File: src/rtl/kct_pkg.sv
// Shared types and constants for the keyed counter table.
// Holds the request/result words, the cell broadcast bus and the control FSM states.
// No dependencies.
`default_nettype none

package kct_pkg;

    // Field widths of the stored entries.
    localparam int KEY_W   = 15;
    localparam int COUNT_W = 31;

    // Largest count; adds saturate here.
    localparam logic [COUNT_W-1:0] COUNT_MAX = '1;

    // Request kinds. Any other code behaves like a read.
    localparam logic [1:0] KIND_ADD = 2'd0;
    localparam logic [1:0] KIND_GET = 2'd1;
    localparam logic [1:0] KIND_SET = 2'd2;

    // Result status codes.
    localparam logic [1:0] STATUS_DONE   = 2'd0;
    localparam logic [1:0] STATUS_REJECT = 2'd1;
    localparam logic [1:0] STATUS_FULL   = 2'd2;

    // Request word.
    typedef struct packed {
        logic [1:0]         kind;
        logic signed [15:0] key;
        logic signed [31:0] count_in;
    } kct_in_t;

    // Result word.
    typedef struct packed {
        logic [COUNT_W-1:0] count_out;
        logic [1:0]         status;
    } kct_out_t;

    // Operation broadcast from the controller to every cell.
    typedef struct packed {
        logic [KEY_W-1:0]   key;
        logic [COUNT_W-1:0] val;
        logic               is_add;
        logic               hit_wr;
        logic               ins;
    } kct_bus_t;

    // Controller states.
    typedef enum logic [1:0] {
        ST_IDLE,
        ST_CMP,
        ST_UPD
    } kct_state_t;

endpackage

`default_nettype wire

File: src/rtl/kct_cell.sv
// One entry of the keyed counter table: valid bit, key, count and match flag.
// Depends on kct_pkg; hands its valid bit to the next cell in the row.
`default_nettype none

module kct_cell (
    input  wire logic                       aclk,
    input  wire logic                       aresetn,
    input  wire kct_pkg::kct_bus_t          bus,
    input  wire logic                       cmp_en,
    input  wire logic                       upd_en,
    input  wire logic                       prev_valid,
    output logic                            valid_o,
    output logic                            hit_o,
    output logic [kct_pkg::COUNT_W-1:0]     rd_o
);
    import kct_pkg::*;

    logic               valid_reg, valid_next;
    logic               hit_reg, hit_next;
    logic [KEY_W-1:0]   key_reg, key_next;
    logic [COUNT_W-1:0] count_reg, count_next;
    logic [COUNT_W-1:0] sat_inc;
    logic [COUNT_W-1:0] new_count;

    // Count this cell would hold after a write on a match.
    always_comb begin
        sat_inc   = (count_reg == COUNT_MAX) ? count_reg : count_reg + 1'b1;
        new_count = bus.is_add ? sat_inc : bus.val;
    end

    // Compare while cmp_en is high, write while upd_en is high. Only the cell right
    // after the last occupied one takes an insert, since entries fill in order.
    always_comb begin
        valid_next = valid_reg;
        key_next   = key_reg;
        count_next = count_reg;
        hit_next   = hit_reg;
        if (cmp_en) begin
            hit_next = valid_reg && (key_reg == bus.key);
        end
        if (upd_en && bus.hit_wr && hit_reg) begin
            count_next = new_count;
        end
        if (upd_en && bus.ins && prev_valid && !valid_reg) begin
            valid_next = 1'b1;
            key_next   = bus.key;
            count_next = bus.is_add ? COUNT_W'(1) : bus.val;
        end
    end

    // Control bits are reset; key and count are only read behind valid.
    always_ff @(posedge aclk) begin
        if (!aresetn) begin
            valid_reg <= 1'b0;
            hit_reg   <= 1'b0;
        end else begin
            valid_reg <= valid_next;
            hit_reg   <= hit_next;
        end
        key_reg   <= key_next;
        count_reg <= count_next;
    end

    // Only the matching cell drives a nonzero read value.
    assign valid_o = valid_reg;
    assign hit_o   = hit_reg;
    assign rd_o    = hit_reg ? (bus.hit_wr ? new_count : count_reg) : '0;

endmodule

`default_nettype wire

File: config.mk
export PLATFORM = sky130hd
export DESIGN_NAME = kct_cell
export DESIGN_NICKNAME = d
export VERILOG_FILES = /design/src/rtl/kct_pkg.sv /design/src/rtl/kct_cell.sv
export SDC_FILE = /design/constraint.sdc
export NUM_CORES = 1
export LEC_CHECK = 0
export BUFFER_PORTS_ARGS = -buffer_cell sky130_fd_sc_hd__buf_2
export CAP_MARGIN = 5
export CORE_UTILIZATION = 45
export CTS_BUF_LIST = sky130_fd_sc_hd__clkbuf_8
export DETAILED_ROUTE_END_ITERATION = 7
export PLACE_DENSITY_LB_ADDON = 0.25
export SLEW_MARGIN = 40
export SYNTH_ARGS = -nofsm -noshare
export SYNTH_HDL_FRONTEND = slang
export SYNTH_SLANG_ARGS = --single-unit
export TNS_END_PERCENT = 5
File: constraint.sdc
create_clock -name aclk -period 5.6 [get_ports aclk]
set_clock_uncertainty 0.2 [all_clocks]
set_input_delay 1.12 -clock aclk [delete_from_list [all_inputs] [get_ports aclk]]
set_output_delay 1.12 -clock aclk [all_outputs]
set_load 0.03 [all_outputs]
==> flow_metrics.tcl <==
set metrics [dict create \
    synth_flop_cell "edfxtp_1" \
    dr.pass1.iters 7 \
    grt_overflow_total 0 \
    end_kind "output pin" \
    syn-num-nets 513 \
    area_growth_pct 10.53 \
    start_util_pct 46.80 \
    grt_util_all_layers_pct 25.62 \
    cts_buffer_depth 2 \
    fin_nets 569 \
    dieHeight_um 97.70 \
    slowest_delay_ns 0.58 \
    fin_tns_setup_ns 0 \
    n_antenna_cell 0 \
    die_x_um 97.70 \
    critPathArrivalTime_ns 3.22 \
    p_leak_nw 1.666 \
    min_to "valid_o" \
    worstMarginPinSlew_ns 0.8117 \
    slew_headroom_pct 45.44 \
    rsz0062_at_grt "false" \
    reg2regPathDepth 6 \
    drt-total-wl_mm 12.03 \
    portBuffers 86 \
    hp-start "valid_o" \
    start_kind "register" \
    seq_area_mm2 0.001421 \
    clk_pin_slew_worst_paths_ns 0.10 \
    crit_type "register to output pin" \
    synth-edff-count 46 \
    critPathMaxFanout 19 \
    ys_seq_elements 48 \
    largest_register_ffs 31 \
    vdd_drop_max_v 0.0001071 \
    r2r-start "count_reg[1]" \
    nFillCells 851 \
    cts_setup_buffers 0 \
    cts_sinks 48 \
    max_freq_mhz 220.2 \
    drt_iter0_markers 327 \
    ctsHoldBuffers 0 \
    yosysTopAreaCell "edfxtp_1" \
    insertion_delay_ns 0.31 \
    gp_congestion 0.9063 \
    finalCritPeriodShare_pct 81.08 \
    setup_ws_ns 1.059 \
    multi_input_area_mm2 0.002360 \
    finalSetupViolCount 0 \
    status "finished with violations" \
    r2r_setup_slack_ns 2.56 \
    grt_pass1_wl_mm 19.71 \
    busiest_layer "met2" \
    routedWlPerCell_um 19.31 \
    dieArea_mm2 0.009545 \
    post_cts_resized 0 \
    syn-cell-area_mm2 0.004121 \
    cts_tree "done" \
    viasPerCell 6.555 \
    cts_max_level 2 \
    synthesis.instances 458 \
    required_ns 4.28 \
    final-max-slew-violation-count 0 \
    hold_viol 0 \
    post-place-ws_ns 1.452 \
    drcViolationCount 11 \
    violations "design-rule violations" \
    cp_slowest_cell "or4_4" \
    pin_count 87 \
    p_per_area_mw_per_mm2 176.5 \
    maxCapViolations 0 \
    grt_pass1_vias 3805 \
    synthArstFlopShare_pct 0 \
    synth_most_common_cell "nand2_1" \
    r2r_end "count_reg[4]" \
    yosys_warnings 0 \
    core_area_mm2 0.008806 \
    vias 4084 \
    gr-usage-met3_pct 3.813 \
    hold_class "register to register" \
    rows 34 \
    grt_max_degree 47 \
    hold_depth 1 \
    synth_seq_area_share_pct 34.49 \
    period_needed_ns 4.541 \
    synthTopCellsByCount "nand2_1 (50), edfxtp_1 (46), clkbuf_1 (24), nand3_1 (24), xor2_1 (20)" \
    antenna_found_initial 0 \
    cts-root-buf "clkbuf_8" \
    cts_buffers 5 \
    synth_area_leaders "edfxtp_1 (34%), nand2_1 (4.6%), xor2_1 (4.3%)" \
    synth_top_area_share_pct 33.52 \
    met1_usage_pct 35.00 \
    ys_types 72 \
    met2_usage_pct 42.06 \
    drive_gt1_share_pct 23.69 \
    dp_hpwl_mm 8.019 \
    ant_nets 0 \
    syn_area_per_cell_um2 8.999 \
    crit_chain "nand3_1 > or4_4 > a311o_1 > or4_1 > a31oi_1 > buf_2" \
]
## final cells by class
cell class                      instances  area share, %
Sequential cell                        48          31.20
Inverter                               12         0.9887
Timing Repair Buffer                   93          10.60
Clock buffer                            5          1.511
Multi-Input combinational cell        354          51.80
Clock inverter                          3         0.9338
Tap cell                              108          2.966
## cell families (layout without fill, tap and decap cells)
kind of cell	after synthesis	count (layout)	synth area share (%)
AND/OR/NAND/NOR	182	182	24.71
AO/OA/AOI/OAI	135	135	24.35
buffers and inverters	56	113	8.318
flip-flops	48	48	34.49
XOR/XNOR	30	30	6.375
multiplexers	6	6	1.457
adder cells (fa/ha/maj)	1	1	0.3035
## report_power, final
part / switching (W) / internal, W / total [W]
Clock: 0.000131 / 0.000132 / 0.000264
Combinational: 0.0000690 / 0.0000473 / 0.000116
Sequential: 0.0000156 / 0.000408 / 0.000424
Total: 0.000216 / 0.000588 / 0.000804
## worst max-delay path by stage
stage | startpoint | endpoint | slack (ns)
CTS | count_reg[10] | rd_o[25] | 1.10
global route | count_reg[1] | rd_o[4] | 0.94
global placement | count_reg[2] | rd_o[25] | 1.54
floorplan | bus[2] | rd_o[11] | 1.43
detailed placement | count_reg[10] | rd_o[25] | 1.45
finish | count_reg[10] | rd_o[25] | 1.06
## routing by layer
layer / routed length [µm] / vias to the layer above
li1: - / 1916
met1: 5207 / 1937
met2: 5594 / 204
met3: 986 / 27
met4: 243 / 0
met5: 0 / -
## critical path: cells and delay by family, from the launching register on
kind	cells	cell delay, ns
flops	1	0.55
simple gates	3	1.33
buf+inv	1	0.24
compound gates	2	0.78
## metrics by stage
stage / total power (W) / hold WS (ns) / area (µm²) / cells / utilization [%]
detailed placement: 0.0005461 / 0.3050 / 4444 / 615 / 50.47
finish: 0.0008040 / 0.3253 / 4556 / 623 / 51.73
floorplan: 0.0005066 / 0.4168 / 4121 / 458 / -
CTS: 0.0008024 / 0.3272 / 4556 / 623 / 51.73
global placement: 0.0005418 / 0.3039 / 4442 / 615 / 50.44
global route: 0.0008318 / 0.3371 / 4556 / 623 / 51.73
## cells in the final DEF, fill, tap and decap left out, types with 14 or more instances in the layout
cell / n
nand3_1: 24
xor2_1: 20
a31oi_1: 18
nand4_1: 16
a21oi_1: 14
nor2_1: 15
edfxtp_1: 46
nand2_1: 50
buf_2: 86
o21ai_0: 16
Note: power is estimated with default switching activity, not from simulation.
